### config.mk
export PLATFORM = sky130hd
export DESIGN_NAME = tcr_pipe_div
export DESIGN_NICKNAME = d
export VERILOG_FILES = /design/src/rtl/core/tcr_pkg.sv /design/src/rtl/core/tcr_pipe_div.sv
export SDC_FILE = /design/constraint.sdc
export NUM_CORES = 2
export LEC_CHECK = 0
export ABC_CLOCK_PERIOD_IN_PS = 3350
export BUFFER_PORTS_ARGS = -buffer_cell sky130_fd_sc_hd__buf_2
export CORE_ASPECT_RATIO = 1.5
export CORE_UTILIZATION = 49
export DETAILED_ROUTE_END_ITERATION = 8
export PLACE_DENSITY_LB_ADDON = 0.3
export SETUP_SLACK_MARGIN = 0.3
export SLEW_MARGIN = 25
export SYNTH_ARGS = -nofsm -noshare
export SYNTH_HDL_FRONTEND = slang
export SYNTH_SLANG_ARGS = --single-unit
### constraint.sdc
create_clock -name aclk -period 3.35 [get_ports aclk]
set_clock_uncertainty 0.15 [all_clocks]
set_input_delay 0.67 -clock aclk [delete_from_list [all_inputs] [get_ports aclk]]
set_output_delay 0.67 -clock aclk [all_outputs]
set_load 0.01 [all_outputs]
### src/rtl/core/tcr_pkg.sv
package tcr_pkg;

    // Register indexes on the configuration channel
    localparam logic [1:0] REG_CYCLE_LENGTH = 2'd0;
    localparam logic [1:0] REG_BAND_COUNT   = 2'd1;

    localparam int CYC_W  = 16;  // cycle length and band width
    localparam int BAND_W = 2;   // band count and band index
    localparam int CHAN_W = 8;   // one colour channel

    localparam logic [CYC_W-1:0]  CYCLE_RESET = 16'd65000;
    localparam logic [CYC_W-1:0]  CYCLE_MIN   = 16'd3;
    localparam logic [BAND_W-1:0] BAND_RESET  = 2'd3;
    localparam logic [CHAN_W-1:0] CHAN_FULL   = 8'hFF;

    // Reciprocal of three for a 16-bit value: (x * RECIP3) >> RECIP3_SH
    localparam logic [CYC_W:0] RECIP3    = 17'd43691;
    localparam int             RECIP3_SH = 17;

    // Band index within the colour ramp
    typedef enum logic [BAND_W-1:0] {
        BAND_FIRST  = 2'd0,
        BAND_SECOND = 2'd1,
        BAND_THIRD  = 2'd2
    } band_t;

endpackage

### src/rtl/core/tcr_pipe_div.sv
// Pipelined restoring divider: one quotient bit per stage, one word per cycle while en is high.
module tcr_pipe_div import tcr_pkg::*; #(
    parameter int DW = 32,   // dividend width, also the stage count
    parameter int VW = 16,   // divisor width
    parameter int SW = 2     // sideband width
) (
    input  logic          aclk,
    input  logic          aresetn,
    input  logic          en,
    input  logic          in_valid,
    input  logic [DW-1:0] in_dividend,
    input  logic [VW-1:0] in_divisor,
    input  logic [SW-1:0] in_side,
    output logic          out_valid,
    output logic [DW-1:0] out_quot,
    output logic [VW-1:0] out_rem,
    output logic [SW-1:0] out_side
);

    logic          vld_reg  [DW+1];
    logic [DW-1:0] dvd_reg  [DW+1];
    logic [DW-1:0] quot_reg [DW+1];
    logic [VW-1:0] rem_reg  [DW+1];
    logic [VW-1:0] dsr_reg  [DW+1];
    logic [SW-1:0] side_reg [DW+1];

    // Stage zero is the input itself
    always_comb begin
        vld_reg[0]  = in_valid;
        dvd_reg[0]  = in_dividend;
        quot_reg[0] = '0;
        rem_reg[0]  = '0;
        dsr_reg[0]  = in_divisor;
        side_reg[0] = in_side;
    end

    for (genvar k = 0; k < DW; k++) begin : g_stage
        logic [VW:0]   trial;
        logic          take;
        logic [VW:0]   diff;
        logic [VW-1:0] rem_next;

        // Shift in one dividend bit and subtract where it fits
        always_comb begin
            trial    = {rem_reg[k], dvd_reg[k][DW-1]};
            take     = (trial >= {1'b0, dsr_reg[k]});
            diff     = trial - {1'b0, dsr_reg[k]};
            rem_next = take ? diff[VW-1:0] : trial[VW-1:0];
        end

        always_ff @(posedge aclk) begin
            if (!aresetn) begin
                vld_reg[k+1] <= 1'b0;
            end else if (en) begin
                vld_reg[k+1] <= vld_reg[k];
            end
        end

        always_ff @(posedge aclk) begin
            if (en) begin
                dvd_reg[k+1]  <= dvd_reg[k] << 1;
                quot_reg[k+1] <= {quot_reg[k][DW-2:0], take};
                rem_reg[k+1]  <= rem_next;
                dsr_reg[k+1]  <= dsr_reg[k];
                side_reg[k+1] <= side_reg[k];
            end
        end
    end

    assign out_valid = vld_reg[DW];
    assign out_quot  = quot_reg[DW];
    assign out_rem   = rem_reg[DW];
    assign out_side  = side_reg[DW];

endmodule

After elaboration in Yosys (flattened, before gate mapping):

Index checks and enable logic that the tools add are counted.

* register bits after elaboration: 2128
* output and inout bits: 51

* add/subtract/negate cells: 32
* $lt $le $gt $ge: 32
* multiplexer cells: 32

Operators with widths (count)
* 17-bit by 16-bit greater-or-equal comparator with 1-bit output: 31
* 16-bit two-way mux: 31
* 16-bit subtractor: 31
* 1-bit by 16-bit greater-or-equal comparator with 1-bit output: 1
* 1-bit by 16-bit subtractor with 16-bit output: 1
* 1-bit two-way mux: 1

Depth between registers and ports, before layout:

* depth after elaboration: 2
* mapped depth: 13
* gate-level depth less buffers: 11

Least setup slack after synthesis:

No wires, ideal clock.

* path type: register to register
* start point: register dsr_reg[193] (netlist name)
* end point: register rem_reg (netlist bit g_stage[21].trial[4]), data pin
* data arrival time: 2.647 ns
* path slack: 0.291 ns
* cell stages (with the launch flop): 11
* period minus slack after synthesis: 3.059 ns
* cell sequence: edfxtp_1 -> inv_1 -> ha_1 -> nor2b_1 -> o31a_1 -> or3_1 -> a21oi_2 -> o221ai_2 -> a2111oi_4 -> buf_2 -> mux2_1

* cells in the longest elaborated chain, start to end: 2
* elaborated cells between the ends (all ways): 3
* classes of those cells: add/sub: 1; order compare: 1; mux: 1

Ends and longest elaborated chain
* from (decl): RTL line tcr_pipe_div.sv:24 `logic [VW-1:0] dsr_reg [DW+1];`
* from (signal, indexed assignment): RTL line tcr_pipe_div.sv:64 `dsr_reg[k+1] <= dsr_reg[k];`
* 16-bit subtractor / 17-bit by 16-bit greater-or-equal comparator with 1-bit output (equally long branches): RTL line tcr_pipe_div.sv:47, tcr_pipe_div.sv:46
* 16-bit two-way mux (*): RTL line tcr_pipe_div.sv:48 `rem_next = take ? diff[VW-1:0] : trial[VW-1:0];`
* via g_stage[20].rem_next[3]: RTL line tcr_pipe_div.sv:41 `logic [VW-1:0] rem_next;`
* to (signal, indexed assignment): RTL line tcr_pipe_div.sv:63 `rem_reg[k+1] <= rem_next;`
* to (decl): RTL line tcr_pipe_div.sv:23 `logic [VW-1:0] rem_reg [DW+1];`

The timed path passes the listed nets; every way through them passes the cells marked *.
A chain may end at the register's enable or synchronous reset.

Final worst setup path:

* start point: register dsr_reg[193] (netlist name)
* end point: register rem_reg (netlist bit g_stage[21].trial[5]), data pin

The elaborated chain is that of the path after synthesis.

==> metrics.txt <==
number of inserted filler cells in the final layout approximately 15000; critical path depth 11; count of buffer and inverter cells on the critical path 3; Synth cell types 85; sequential fraction of the synthesis area between 60% and 70%; adder-cell area share of the yosys netlist just over 7%; most area-consuming cells after synthesis sky130_fd_sc_hd__edfxtp_1, sky130_fd_sc_hd__ha_1, sky130_fd_sc_hd__inv_1, sky130_fd_sc_hd__a21oi_1, sky130_fd_sc_hd__mux2_2; Data arrival, critical path 3.65 ns; antenna-violating nets left 0; P per Cell Area approximately 930 nW/um^2; share of power burned in combinational logic 38.3%; crit path cell chain inv_2 -> ha_4 -> nor2b_4 -> o31a_1 -> or3_4 -> a21oi_4 -> o221ai_4 -> a2111oi_4 -> buf_4 -> buf_12 -> mux2_4; count of final max-slew check failures 0; category of the most critical setup path reg2reg; Reg2Reg Setup Slack approximately 0.14 ns; Worst path top cell family by delay compound AO/OA/AOI/OAI gates; Final Util about 58%; critical path startpoint category flop; wire length of the first global-routing pass a little under 300000 um; fraction of power consumed by sequential logic 38.4%; area share of xor/xnor cells in the synthesized design about 3.1%; number of enable-type register cells in the synthesized netlist roughly 2100; FP Rows about 200; Core Footprint roughly 190000 um^2; width of the die around 360 um; DIE AREA slightly below 200000 um^2; net count after synthesis 7274; dominant cell by count in the synthesized netlist sky130_fd_sc_hd__edfxtp_1; proportion of power drawn by the clock network approximately 23%; CTS HTree Levels 4; largest net degree at the start of global routing roughly 110; final weighted congestion in routability-driven placement between 0.9 and 1; maximum VDD drop approximately 0.5 mV; die extent in y between 500 and 600 um; initial drt markers approximately 3500; DPL Wire Length 134000 um; number of buffer cells added on primary ports about 100; required arrival time at the worst endpoint 3.79 ns; setup repair after global routing missed its margin true; detailed-routing iteration count for the pre-antenna-repair pass 6; Area growth syn-to-layout 16.7%; MaxCap Viol Count 0; fin crit period roughly 3.2 ns; clock input transition at the sequential cells of the worst setup and hold paths roughly 0.060 ns; fraction of the mapped netlist area in compound gates around a tenth; outcome finished, final reports clean; cell accounting for the most synthesized area sky130_fd_sc_hd__edfxtp_1; CTS Root Buffer Type sky130_fd_sc_hd__clkbuf_16; Max-Slew Margin vs Limit around 60%; P_sw between 30000 and 40000 uW; final number of hold-violating endpoints 0; crit path max fanout 6; layout cells sized above 1 between 10% and 20%; Simple-Gate Fraction of Synth Area under 10%; average instance area after synthesis roughly 14 um^2; Top Ports between 100 and 150; vias per std cell about 5.4; final routed wire length divided by cell count roughly 19 um; vias in the first global route between 50000 and 60000; number of buffers added by the clock tree synthesis step approximately 200; leading cell types by count after synthesis sky130_fd_sc_hd__edfxtp_1, sky130_fd_sc_hd__inv_1, sky130_fd_sc_hd__ha_1; cell-internal power around 69000 uW; Sw Ratio 32.5%; fraction of registers with async set/reset 0%; count of endpoints failing setup in the final report 0; number of synthesized register bits between 2000 and 2500; Most used DFF post-synth sky130_fd_sc_hd__edfxtp_1; All-Layer GR Usage 19.1%; total number of vias 53700; initial standard-cell utilization of the core between 40% and 50%; class of the tightest hold or removal check in2reg; count of unresolved DRC violations after routing 0; antenna violations before repair 2; number of warning messages in the yosys log 0; source-to-sink clock delay at the later pin of the worst-skew pair about 0.86 ns; nets@finish 7860; combinational family with the most area after synthesis compound AO/OA/AOI/OAI gates; worst flop-to-flop path endpoint g_stage[21].trial[5]; Reg2Reg Depth 11; Final Routed Wirelength 191000 um; summed area of non-filler cells in the final layout ~110000 um^2; peak per-stage delay on the critical path ~0.41 ns; multiplexer share of the synthesized area ~3.1%; post-route fraction of the period consumed by the critical path 95.7%; clk sink count between 2000 and 2500; number of buffers on the longest clock path 4; leakage ~0.042 uW; Critical Path Slowest Stage Cell sky130_fd_sc_hd__edfxtp_1; share of Yosys cell area claimed by the top area cell type roughly two thirds; Placement Cell Area between 90000 and 100000 um^2; Remaining Overflow, GRT 0; Crit. Startpoint dsr_reg[193]; Worst setup endpoint g_stage[21].trial[5]; highest clock frequency the design can meet 312 MHz; Reg-to-Reg Start dsr_reg[193]; capturing element type of the critical path flop; clock tree from TritonCTS done; instance count of the mapped netlist 6691; Worst Max-Slew Pin Slew about 0.6 ns; cell area after synthesis around 94000 um^2
power by group through the flow:
stage | sequential, uW | clock (uW) | combinational, uW
after global routing | 39600 | 25300 | 42800
after detailed placement | 39700 | 0 | 33800
after global placement | 39700 | 0 | 33100
final | 39200 | 23700 | 39100
after floorplan | 38100 | 0 | 25100
after CTS | 39200 | 24400 | 35700
worst register-to-register path, delay by kind of cell, from the launching register on:
family / cells / cell delay [ns]
AND/OR/NAND/NOR: 2 / 0.48
multiplexers: 1 / 0.30
adder cells (fa/ha/maj): 1 / 0.20
buffers and inverters: 3 / 0.41
AO/OA/AOI/OAI: 4 / 1.01
flip-flops: 1 / 0.41
how the worst min path moves through the flow:
stage | start | to | slack (ns) | cells past startpoint
2_1_floorplan | dvd_reg[156] | dvd_reg[125] | 0.25 | 0
3_3_place_gp | side_reg[27] | side_reg[25] | 0.25 | 0
3_5_place_dp | dvd_reg[378] | dvd_reg[347] | 0.25 | 0
4_1_cts | en | dvd_reg[811] | 0.08 | 1
5_1_grt | en | dvd_reg[811] | 0.09 | 1
6_report | en | dvd_reg[811] | 0.14 | 1
per-layer routing:
| metal | share of wire (%) | global-route usage (%) | routed length [um] |
|---|---|---|---|
| met1 | 35 | 19.1 | 67700 |
| met3 | 3.0 | 2.27 | 5800 |
| met5 | 0 | 0 | 0 |
| met2 | 56 | 37.8 | 107000 |
| met4 | 5.6 | 10.1 | 10800 |
stage by stage:
step                      setup TNS [ns]  instances  hold slack, ns  power [uW]  setup WS (ns)
after floorplan                        0       6691           0.250       63200          0.321
after global placement           -0.0101       9325           0.250       72700       -0.00698
after detailed placement         -0.0987       9325           0.255       73500        -0.0309
after CTS                              0       9808          0.0771       99300          0.134
after global routing                   0       9912          0.0899      108000         0.0496
final                                  0       9912           0.142      102000          0.143
cell usage in the layout, fill, tap and decap left out, drive strengths merged, types with 138 or more instances in the layout:
cell and instances:
nand2 361, xor2 158, edfxtp 2096, a21oi 474
nor2 312, clkbuf 257, buf 447, ha 498
inv 633, mux2 207, o21ai 409, xnor2 179
a21o 138
cell type report:
| type | instances | area (um^2) | area share (%) |
|---|---|---|---|
| Multi-Input combinational cell | 3804 | 29500 | 26.8 |
| Antenna cell | 1 | 2.50 | 0.00227 |
| Sequential cell | 2128 | 63600 | 57.8 |
| Timing Repair Buffer | 511 | 4730 | 4.30 |
| Clock buffer | 244 | 5380 | 4.89 |
| Inverter | 626 | 2350 | 2.14 |
| Clock inverter | 123 | 1470 | 1.33 |
| Tap cell | 2475 | 3100 | 2.81 |
cells by family (layout without fill, tap and decap cells):
group | count (synthesis) | in the layout
AOI/OAI and AO/OA | 1434 | 1434
xor gates and xnor gates | 337 | 337
adders and majority gates | 529 | 529
buffers and inverters | 759 | 1504
DFF | 2128 | 2128
muxes | 263 | 263
other | 0 | 1
and+or+nand+nor | 1241 | 1241
what timing repair did:
item                       4_1_cts  5_1_grt
hold endpoints to repair        51        0
setup buffers                   56       90
resized for setup              111      350
gates cloned                     9       13
hold buffers                    51        0
pin swaps                       24       97
setup endpoints to repair      237      343
Power figures use the tool's default switching activity.
