<file path="src/rtl/core/tcr_pkg.sv">
package tcr_pkg;

    // Register indexes on the configuration channel
    localparam logic [1:0] REG_CYCLE_LENGTH = 2'd0;
    localparam logic [1:0] REG_BAND_COUNT   = 2'd1;

    localparam int CYC_W  = 16;  // cycle length and band width
    localparam int BAND_W = 2;   // band count and band index
    localparam int CHAN_W = 8;   // one colour channel

    localparam logic [CYC_W-1:0]  CYCLE_RESET = 16'd65000;
    localparam logic [CYC_W-1:0]  CYCLE_MIN   = 16'd3;
    localparam logic [BAND_W-1:0] BAND_RESET  = 2'd3;
    localparam logic [CHAN_W-1:0] CHAN_FULL   = 8'hFF;

    // Reciprocal of three for a 16-bit value: (x * RECIP3) >> RECIP3_SH
    localparam logic [CYC_W:0] RECIP3    = 17'd43691;
    localparam int             RECIP3_SH = 17;

    // Band index within the colour ramp
    typedef enum logic [BAND_W-1:0] {
        BAND_FIRST  = 2'd0,
        BAND_SECOND = 2'd1,
        BAND_THIRD  = 2'd2
    } band_t;

endpackage

</file>
<file path="src/rtl/core/tcr_colour.sv">
// Final stage: form the three channels from band index and ramp step.
module tcr_colour import tcr_pkg::*; (
    input  logic              aclk,
    input  logic              aresetn,
    input  logic              en,
    input  logic              in_valid,
    input  logic [BAND_W-1:0] in_bands,
    input  band_t             in_band,
    input  logic [CHAN_W-1:0] in_step,
    output logic              out_valid,
    output logic [3*CHAN_W-1:0] out_rgb
);

    logic              valid_reg;
    logic [CHAN_W-1:0] red_next, green_next, red_reg, green_reg;

    // Edges green, yellow, red (two bands: green, yellow; one band: green); the last band wraps to green
    always_comb begin
        red_next   = '0;
        green_next = CHAN_FULL;
        if (in_bands == 2'd2) begin
            red_next = (in_band == BAND_FIRST) ? in_step : CHAN_FULL - in_step;
        end else if (in_bands == 2'd3) begin
            unique case (in_band)
                BAND_FIRST:  red_next = in_step;
                BAND_SECOND: begin
                    red_next   = CHAN_FULL;
                    green_next = CHAN_FULL - in_step;
                end
                default: begin
                    red_next   = CHAN_FULL - in_step;
                    green_next = in_step;
                end
            endcase
        end
    end

    always_ff @(posedge aclk) begin
        if (!aresetn) begin
            valid_reg <= 1'b0;
        end else if (en) begin
            valid_reg <= in_valid;
        end
    end

    always_ff @(posedge aclk) begin
        if (en) begin
            red_reg   <= red_next;
            green_reg <= green_next;
        end
    end

    assign out_valid = valid_reg;
    assign out_rgb   = {{CHAN_W{1'b0}}, green_reg, red_reg};

endmodule

</file>
<file path="config.mk">
export PLATFORM = sky130hd
export DESIGN_NAME = tcr_colour
export DESIGN_NICKNAME = d
export VERILOG_FILES = /design/src/rtl/core/tcr_pkg.sv /design/src/rtl/core/tcr_colour.sv
export SDC_FILE = /design/constraint.sdc
export NUM_CORES = 1
export LEC_CHECK = 0
export ABC_CLOCK_PERIOD_IN_PS = 940
export BUFFER_PORTS_ARGS = -buffer_cell sky130_fd_sc_hd__buf_2
export CAP_MARGIN = 20
export CORE_UTILIZATION = 44
export DETAILED_ROUTE_END_ITERATION = 6
export PLACE_DENSITY_LB_ADDON = 0.15
export REMOVE_ABC_BUFFERS = 1
export SKIP_CTS_REPAIR_TIMING = 1
export SYNTH_ARGS = -nofsm -noshare
export SYNTH_HDL_FRONTEND = slang
export SYNTH_SLANG_ARGS = --single-unit
</file>
<file path="constraint.sdc">
create_clock -name aclk -period 0.94 [get_ports aclk]
set_input_delay 0.094 -clock aclk [delete_from_list [all_inputs] [get_ports aclk]]
set_output_delay 0.094 -clock aclk [all_outputs]
set_load 0.05 [all_outputs]
</file>
# Word level (Yosys, flattened, before mapping)

Index checks and enable logic that the tools add are counted.

Flip-flop bits (word level): 17
Bits of input ports: 16
Output and inout bits: 25
Logic and storage cells: 15

Add/sub/neg operators: 1
Eq/ne operators: 3
Muxes and demuxes: 5
Bitwise operators: 1
Reductions and logical operators: 2

Operators with widths:

| kind                                                                   | count |
|---|---|
| 8-bit one-hot mux with 2 select lines                                  | 2 |
| 8-bit two-way mux                                                      | 3 |
| 8-bit subtractor (first input constant)                                | 1 |
| 2-bit equality test (second input constant)                            | 2 |
| 2-bit by 1-bit equality test with 1-bit output (second input constant) | 1 |
| 2-bit zero test                                                        | 1 |
| 2-bit OR reduction                                                     | 1 |
| 1-bit NOT                                                              | 1 |

# Longest topological paths before layout

Gate-level depths: netlist of the first run.

Depth in word-level cells: 4
Mapped depth: 4

# Least setup slack after synthesis of the first run

Ideal clock, no wire load.

Path type: register -> register
Start point: register out_valid (netlist name)
End point: register valid_reg (netlist: out_valid)
Data arrival time: 0.838 ns
Path slack: 0.037 ns
Cell stages (with the launch flop): 3
Buffers on the path: 0
Cells stage by stage: dfxtp_1 > mux2i_1 > nor2b_1

RTL lines:

| item                   | line             | RTL |
|---|---|---|
| end signal: assignment | tcr_colour.sv:42 | `valid_reg <= in_valid;` |
| end: declaration       | tcr_colour.sv:14 | `logic valid_reg;` |

# Final worst setup path of the first run

Start point: register green_reg[4]
End point: output out_rgb[12]

RTL lines:

| item                     | line             | RTL |
|---|---|---|
| start: declaration       | tcr_colour.sv:15 | `logic [CHAN_W-1:0] red_next, green_next, red_reg, green_reg;` |
| start signal: assignment | tcr_colour.sv:49 | `green_reg <= green_next;` |
| end: declaration         | tcr_colour.sv:11 | `output logic [3*CHAN_W-1:0] out_rgb` |

No word-level cell between the ends.

==> flow_summary.yaml, run 1 <==
outcome:
  status: "complete, but fails checks"
  violations: "setup timing"
pwr:
  p_int_mw: 1.25
  ir_drop_v: 0.000949
  p_switching_mw: 0.650
  power_density_mw_per_mm2: 1660
  seqPwrFrac_pct: 48.6
  p_sw_share_pct: 34.3
  pwr-share-clk_pct: 20.5
  combPwrFrac_pct: 30.9
  p_leak_nw: 0.482
clock_tree:
  clockBufferDepth: 2
  clockRootBuffer: "clkbuf_4"
  htreeDepth: 1
  tritoncts: "yes"
  cts_buffers: 3
  path_clk_slew_ps: 100
  numClockSinks: 17
  clk_latency_ps: 290
final_layout:
  fillCellCount: 154
  register_area_um2: 502
  multi_input_area_um2: 284
  stdcell_count: 128
  final_cell_mix: "17 x buf_6, 16 x edfxtp_1, 15 x buf_2"
  mostFrequentLayoutCell: "buf_6"
  area_delta_synth_final_pct: 34.0
  n_antenna_cell: 0
  layout-drive-gt1-share_pct: 49.5
  nets: 120
  utilization_pct: 64.9
detailed_routing:
  wire_per_inst_um: 12.8
  vias: 647
  drtPass1Iterations: 4
  drtAntennaViolNets: 0
  drtIter0Drc: 9
  route.final.wire_length_um: 1640
  drc: 0
  viasPerCell: 5.05
setup_path:
  cp_slowest_cell: "edfxtp_1"
  worstPathRequired_ps: 850
  crit_family: "flip-flops"
  path_class: "flop to primary output"
  worstPathMaxFanout: 1
  worstSetupStartpointType: "flop"
  end_kind: "primary output"
  crit_buf_inv: 1
  crit_path_max_incr_delay_ps: 410
  path_cells: "buf_6"
  arrival_ps: 870
floorplan:
  die_area_mm2: 0.00212
  die_w_um: 46.1
  dieHeight_um: 46.1
  rows: 15
  io_pins: 41
  initial_core_util_pct: 48.4
  coreArea_mm2: 0.00176
place:
  port_buffers: 32
  hpwlAfterDp_um: 1200
  place_congestion: 0.788
  place_inst: 124
  place_ws_ps: -107
global_routing:
  grtUsageTotal_pct: 16.5
  grt-ovfl-total: 0
  grt_pass1_wl_um: 2380
  grt_pass1_vias: 560
  grt.busiest_layer: "met2"
  grt_antenna_before_repair: 0
  gr-usage-met2_pct: 27.9
  grt.met3_usage_pct: 3.92
  grt_max_degree: 17
  gr-usage-met1_pct: 18.8
synth:
  synth.distinct_cells: 16
  synth_top_area_share_pct: 56.2
  ys_top_cells_by_area: "edfxtp_1 56%, mux2_2 11%, buf_4 7.0%, a21oi_1 4.7%, nand3_1 4.7%"
  syn-cell-area_um2: 855
  synth-seq-cells: 17
  synthCells: 68
  yosys.area.top_type: "edfxtp_1"
  synth_seq_area_share_pct: 58.6
  syn_avg_cell_area_um2: 12.6
  yosysWarnings: 0
timing:
  min_period_over_period_pct: 103
  finalHoldViolations: 0
  slew_viol_final: 0
  setup_ws_ps: -25.0
  grt_setup_unrepaired: "yes"
  worst_clock_skew_ps: 0
  period_needed_ps: 965
  fmax_mhz: 1040
  timing.hold.ws_ps: 13.2
  setup_violations: 5
run:
  cap_violations: 0
hold_path:
  min_path_type: "primary input to flop"
## per-layer routing
metal / vias to the layer above / part of all wire (%)
li1: 304 / -
met1: 307 / 39
met2: 32 / 53
met3: 4 / 6.6
met4: 0 / 1.2
met5: - / 0
## through the flow
step           setup TNS [ps]  cell area [um^2]  power, mW
3_5_place_dp             -807              1010       1.44
3_3_place_gp             -550              1010       1.43
4_1_cts                  -637              1040       1.82
6_report                -51.9              1140       1.90
5_1_grt                  -555              1140       1.97
2_1_floorplan               0               788       1.29
## path summary, 6_finish.rpt
kind / start / end / slack, ps / cells after the start
max: green_reg[4] / out_rgb[12] / -30 / 1
min: aresetn / out_valid / 10 / 2
max reg2reg: out_valid / out_valid / 300 / 2
min reg2reg: out_valid / out_valid / 560 / 2
## power by group through the flow
stage | Clock, mW | Combinational (mW) | Sequential (mW)
after floorplan | 0 | 0.148 | 1.14
final | 0.388 | 0.585 | 0.922
after CTS | 0.397 | 0.516 | 0.906
after global placement | 0 | 0.507 | 0.922
after detailed placement | 0 | 0.514 | 0.923
after global routing | 0.426 | 0.616 | 0.928
## cell families after synthesis
kind of cell | synth area share, %
AND/OR/NAND/NOR | 7.76
multiplexers | 11.7
other | 0.439
flip-flops | 58.6
buffers and inverters | 11.3
AO/OA/AOI/OAI | 10.2
## cell type report
| cell class | instances | area share (%) |
|---|---|---|
| Inverter | 1 | 0.328 |
| Multi-Input combinational cell | 45 | 24.8 |
| Tap cell | 25 | 2.73 |
| Timing Repair Buffer | 36 | 25.9 |
| Clock inverter | 1 | 0.437 |
| Sequential cell | 17 | 43.8 |
| Clock buffer | 3 | 1.97 |
## synthesized netlist by cell type (all sizes together)
cell / n
a21o: 1
a21oi: 8
buf: 12
conb: 1
dfxtp: 1
edfxtp: 16
inv: 1
mux2: 8
mux2i: 1
nand3: 8
nor2b: 2
o21ai: 8
or2: 1
No activity file was read; power rests on OpenSTA's default activity.
==> inputs of run 2 (changes only) <==
--- a/config.mk
+++ b/config.mk
@@ -5,11 +5,11 @@
 export SDC_FILE = /design/constraint.sdc
 export NUM_CORES = 1
 export LEC_CHECK = 0
-export ABC_CLOCK_PERIOD_IN_PS = 940
-export BUFFER_PORTS_ARGS = -buffer_cell sky130_fd_sc_hd__buf_2
+export ABC_CLOCK_PERIOD_IN_PS = 1200
 export CAP_MARGIN = 20
-export CORE_UTILIZATION = 44
+export CORE_UTILIZATION = 50
 export DETAILED_ROUTE_END_ITERATION = 6
+export DONT_BUFFER_PORTS = 1
 export PLACE_DENSITY_LB_ADDON = 0.15
 export REMOVE_ABC_BUFFERS = 1
 export SKIP_CTS_REPAIR_TIMING = 1
==> constraint.sdc (replaced) <==
create_clock -name aclk -period 1.2 [get_ports aclk]
set_input_delay 0.12 -clock aclk [delete_from_list [all_inputs] [get_ports aclk]]
set_output_delay 0.12 -clock aclk [all_outputs]
set_load 0.05 [all_outputs]
==> run 2 against run 1 <==
The run ends with DRC, hold timing left. Combinational power shrank 74%. Worst setup slack gained 140 ps. Sequential cell count is the same. Non-clock buffer count down 31. Utilization down 8.2 points. Largest cell class unchanged.
==> flow_summary.yaml, run 2 (synthesized netlist as in run 1, its figures left out) <==
hold_path:
  min_path_type: "primary input to flop"
detailed_routing:
  vias: 513
  route.final.wire_length_um: 1330
  drc: 6
  drtAntennaViolNets: 0
  viasPerCell: 5.83
  wire_per_inst_um: 15.1
  drtPass1Iterations: 6
  drtIter0Drc: 15
clock_tree:
  htreeDepth: 1
  path_clk_slew_ps: 90
  clockRootBuffer: "clkbuf_4"
  clockBufferDepth: 2
  cts_buffers: 3
  clk_latency_ps: 290
  tritoncts: "yes"
  numClockSinks: 17
place:
  port_buffers: 0
  hpwlAfterDp_um: 904
  place_congestion: 0.707
setup_path:
  worstPathRequired_ps: 1080
  path_class: "flop to primary output"
  arrival_ps: 960
  end_kind: "primary output"
  worstPathMaxFanout: 1
  worstSetupStartpointType: "flop"
floorplan:
  die_w_um: 43.3
  rows: 14
  coreArea_mm2: 0.00156
  die_area_mm2: 0.00188
  dieHeight_um: 43.3
  initial_core_util_pct: 54.8
  io_pins: 41
pwr:
  power_density_mw_per_mm2: 1500
  p_total_mw: 1.33
  p_leak_nw: 0.322
  ir_drop_v: 0.000876
run:
  cap_violations: 0
timing:
  setup-tns-final_ps: 0
  timing.hold.ws_ps: -65.7
  worst_clock_skew_ps: 0
  slew_viol_final: 0
  min_period_over_period_pct: 90.1
  setup_violations: 0
  finalHoldViolations: 16
  grt_setup_unrepaired: "no"
  period_needed_ps: 1080
  fmax_mhz: 925
final_layout:
  layout-drive-gt1-share_pct: 20.8
  mostFrequentLayoutCell: "edfxtp_1"
  area_delta_synth_final_pct: 3.37
  n_antenna_cell: 0
  nets: 89
outcome:
  violations: "DRC, hold timing"
  status: "complete, but fails checks"
global_routing:
  grt_antenna_before_repair: 0
  grt-ovfl-total: 0
  grtUsageTotal_pct: 13.2
  grt_max_degree: 18
  grt_pass1_vias: 406
  grt_pass1_wl_um: 1720
==> run 2: cell count changes in the layout (fill, tap and decap cells not counted), sizes merged <==
cell,previous run,this run
dlygate4sd3,0,4
buf,36,1
==> run 2: path summary, 6_finish.rpt <==
path / cells after the start / from / endpoint / slack, ps
max reg2reg: 2 / out_valid / out_valid / 600
max: 0 / red_reg[0] / out_rgb[0] / 120
min: 0 / en / green_reg[7] / -70
min reg2reg: 2 / out_valid / out_valid / 530
==> run 2: report_power, final <==
part | leakage [nW] | total (mW) | internal (mW) | switching, mW
combinational | 0.138 | 0.152 | 0.0525 | 0.0998
clock | 0.0177 | 0.297 | 0.124 | 0.173
sequential | 0.166 | 0.877 | 0.705 | 0.172
==> run 2: final cells by class <==
| cell class | count | area, um^2 |
|---|---|---|
| clock buffers | 3 | 22.5 |
| inverters | 1 | 3.75 |
| well taps | 16 | 20.0 |
| multi-input cells | 45 | 284 |
| clock inverters | 1 | 5.00 |
| repair buffers | 5 | 47.5 |
| fillers | 128 | 676 |
| flip-flops and latches | 17 | 500 |
==> run 2: layer usage <==
layer	track usage, %	part of all wire, %	vias up
met1	15.3	43	236
met4	11.3	1.4	0
met3	5.83	9.3	2
met2	18.8	46	31
li1	-	-	244
met5	0	0	-
==> run 2: through the flow <==
| stage | utilization, % | instance area [um^2] | cells | hold slack, ps | worst slack (ps) |
|---|---|---|---|---|---|
| global route | 56.7 | 883 | 88 | -84.4 | 101 |
| global placement | 52.3 | 816 | 80 | 234 | 304 |
| detailed placement | 52.3 | 816 | 80 | 234 | 285 |
| finish | 56.7 | 883 | 88 | -65.7 | 119 |
| CTS | 54.1 | 843 | 84 | -72.5 | 119 |
| floorplan | - | 788 | 63 | 232 | 297 |
==> inputs of run 3 (changes only) <==
--- a/config.mk
+++ b/config.mk
@@ -11,6 +11,7 @@
 export DETAILED_ROUTE_END_ITERATION = 6
 export DONT_BUFFER_PORTS = 1
 export PLACE_DENSITY_LB_ADDON = 0.15
+export RECOVER_POWER = 50
 export REMOVE_ABC_BUFFERS = 1
 export SKIP_CTS_REPAIR_TIMING = 1
 export SYNTH_ARGS = -nofsm -noshare
==> run 3 against run 2 <==
The flow still finishes with violations (DRC, hold timing). Hold slack worse by 2.1 ps. First-iteration DRC count down 13%. Critical path depth unchanged. Routed wire length grew 0.68%. Total power barely moved. Global-route usage unchanged. Largest power group unchanged. Combinational power about the same. Fmax down 0.30%. Non-clock buffer count is the same. Clock power is essentially flat.
==> flow_summary.yaml, run 3 (synthesized netlist as in run 1, its figures left out) <==
detailed_routing:
  drtPass1Iterations: 6
  drc: 6
  wire_per_inst_um: 15.2
  viasPerCell: 5.83
  drtAntennaViolNets: 0
  drtIter0Drc: 13
  vias: 513
  route.final.wire_length_um: 1340
pwr:
  p_leak_nw: 0.321
  p_switching_mw: 0.445
  ir_drop_v: 0.000875
  power_density_mw_per_mm2: 1500
  seqPwrFrac_pct: 66.2
  pwr-share-clk_pct: 22.5
  combPwrFrac_pct: 11.3
  p_total_mw: 1.33
  p_int_mw: 0.880
  p_sw_share_pct: 33.6
hold_path:
  min_path_type: "primary input to flop"
  hold_depth: 0
  whs_endpoint: "green_reg[7]"
  worstHoldStart: "en"
timing:
  worst_clock_skew_ps: 0
  min_period_over_period_pct: 90.4
  finalHoldViolations: 16
  setup-tns-final_ps: 0
  grt_setup_unrepaired: "no"
  timing.hold.ws_ps: -67.7
  setup_violations: 0
  period_needed_ps: 1080
  fmax_mhz: 922
  slew_viol_final: 0
setup_path:
  worstPathRequired_ps: 1080
  worstSetupStartpointType: "flop"
  rr_endpoint: "out_valid"
  path_class: "flop to primary output"
  worstPathMaxFanout: 1
  r2r_cells: 2
  arrival_ps: 960
  reg2reg_from: "out_valid"
  r2r_slack_ps: 600
  end_kind: "primary output"
floorplan:
  die_w_um: 43.3
  die_area_mm2: 0.00188
  initial_core_util_pct: 54.8
  io_pins: 41
  dieHeight_um: 43.3
  rows: 14
  coreArea_mm2: 0.00156
clock_tree:
  clockRootBuffer: "clkbuf_4"
  clk_latency_ps: 290
  path_clk_slew_ps: 90
  numClockSinks: 17
  cts_buffers: 3
  clockBufferDepth: 2
  tritoncts: "yes"
  htreeDepth: 1
final_layout:
  layout-drive-gt1-share_pct: 20.8
  final_cell_mix: "16 x edfxtp_1, 8 x a21oi_1, 8 x mux2_2, 8 x nand3_1, 8 x conb_1"
  nets: 89
  register_area_um2: 500
  fillCellCount: 128
  n_antenna_cell: 0
  area_delta_synth_final_pct: 3.37
  multi_input_area_um2: 284
  mostFrequentLayoutCell: "edfxtp_1"
place:
  port_buffers: 0
  place_congestion: 0.707
  hpwlAfterDp_um: 904
global_routing:
  grt_max_degree: 18
  grtUsageTotal_pct: 13.2
  gr-usage-met2_pct: 18.8
  gr-usage-met1_pct: 15.3
  grt.met3_usage_pct: 5.83
  grt_antenna_before_repair: 0
  grt_pass1_vias: 406
  grt-ovfl-total: 0
  grt.busiest_layer: "met2"
  grt_pass1_wl_um: 1720
run:
  cap_violations: 0
outcome:
  violations: "DRC, hold timing"
  status: "complete, but fails checks"
[run 3: final cells by class]
| cell class | count | share of cell area [%] |
|---|---|---|
| Tap cell | 16 | 2.27 |
| Clock inverter | 1 | 0.567 |
| Sequential cell | 17 | 56.7 |
| Inverter | 1 | 0.425 |
| Clock buffer | 3 | 2.55 |
| Timing Repair Buffer | 5 | 5.38 |
| Multi-Input combinational cell | 45 | 32.2 |
[run 3: through the flow]
step                      cell area, um^2  setup slack (ps)  hold WS (ps)  util (%)  cells
after detailed placement              816               285           234      52.3     80
after floorplan                       788               297           232         -     63
after global routing                  883               101         -84.4      56.7     88
final                                 883               116         -67.7      56.7     88
after global placement                816               304           234      52.3     80
after CTS                             843               119         -72.5      54.1     84
[run 3: worst max path at each step]
stage	cells past startpoint	start	slack [ps]	to
floorplan	2	out_valid	300	out_valid
CTS	0	red_reg[0]	120	out_rgb[0]
finish	0	red_reg[0]	120	out_rgb[0]
detailed placement	3	in_band[1]	280	red_reg[5]
global route	0	red_reg[0]	100	out_rgb[0]
global placement	3	in_band[1]	300	red_reg[3]
[run 3: layer usage]
layer	part of all wire (%)	vias to the layer above	wire, um
met1	43	234	579
met2	45	33	599
met3	9.6	3	128
li1	-	243	-
met5	0	-	0
met4	2.2	0	30
[run 3: power by group through the flow]
stage / logic [mW] / registers, mW / clock network [mW]
2_1_floorplan: 0.116 / 0.893 / 0
3_3_place_gp: 0.134 / 0.890 / 0
3_5_place_dp: 0.135 / 0.891 / 0
4_1_cts: 0.136 / 0.877 / 0.305
5_1_grt: 0.160 / 0.880 / 0.330
6_report: 0.150 / 0.877 / 0.299
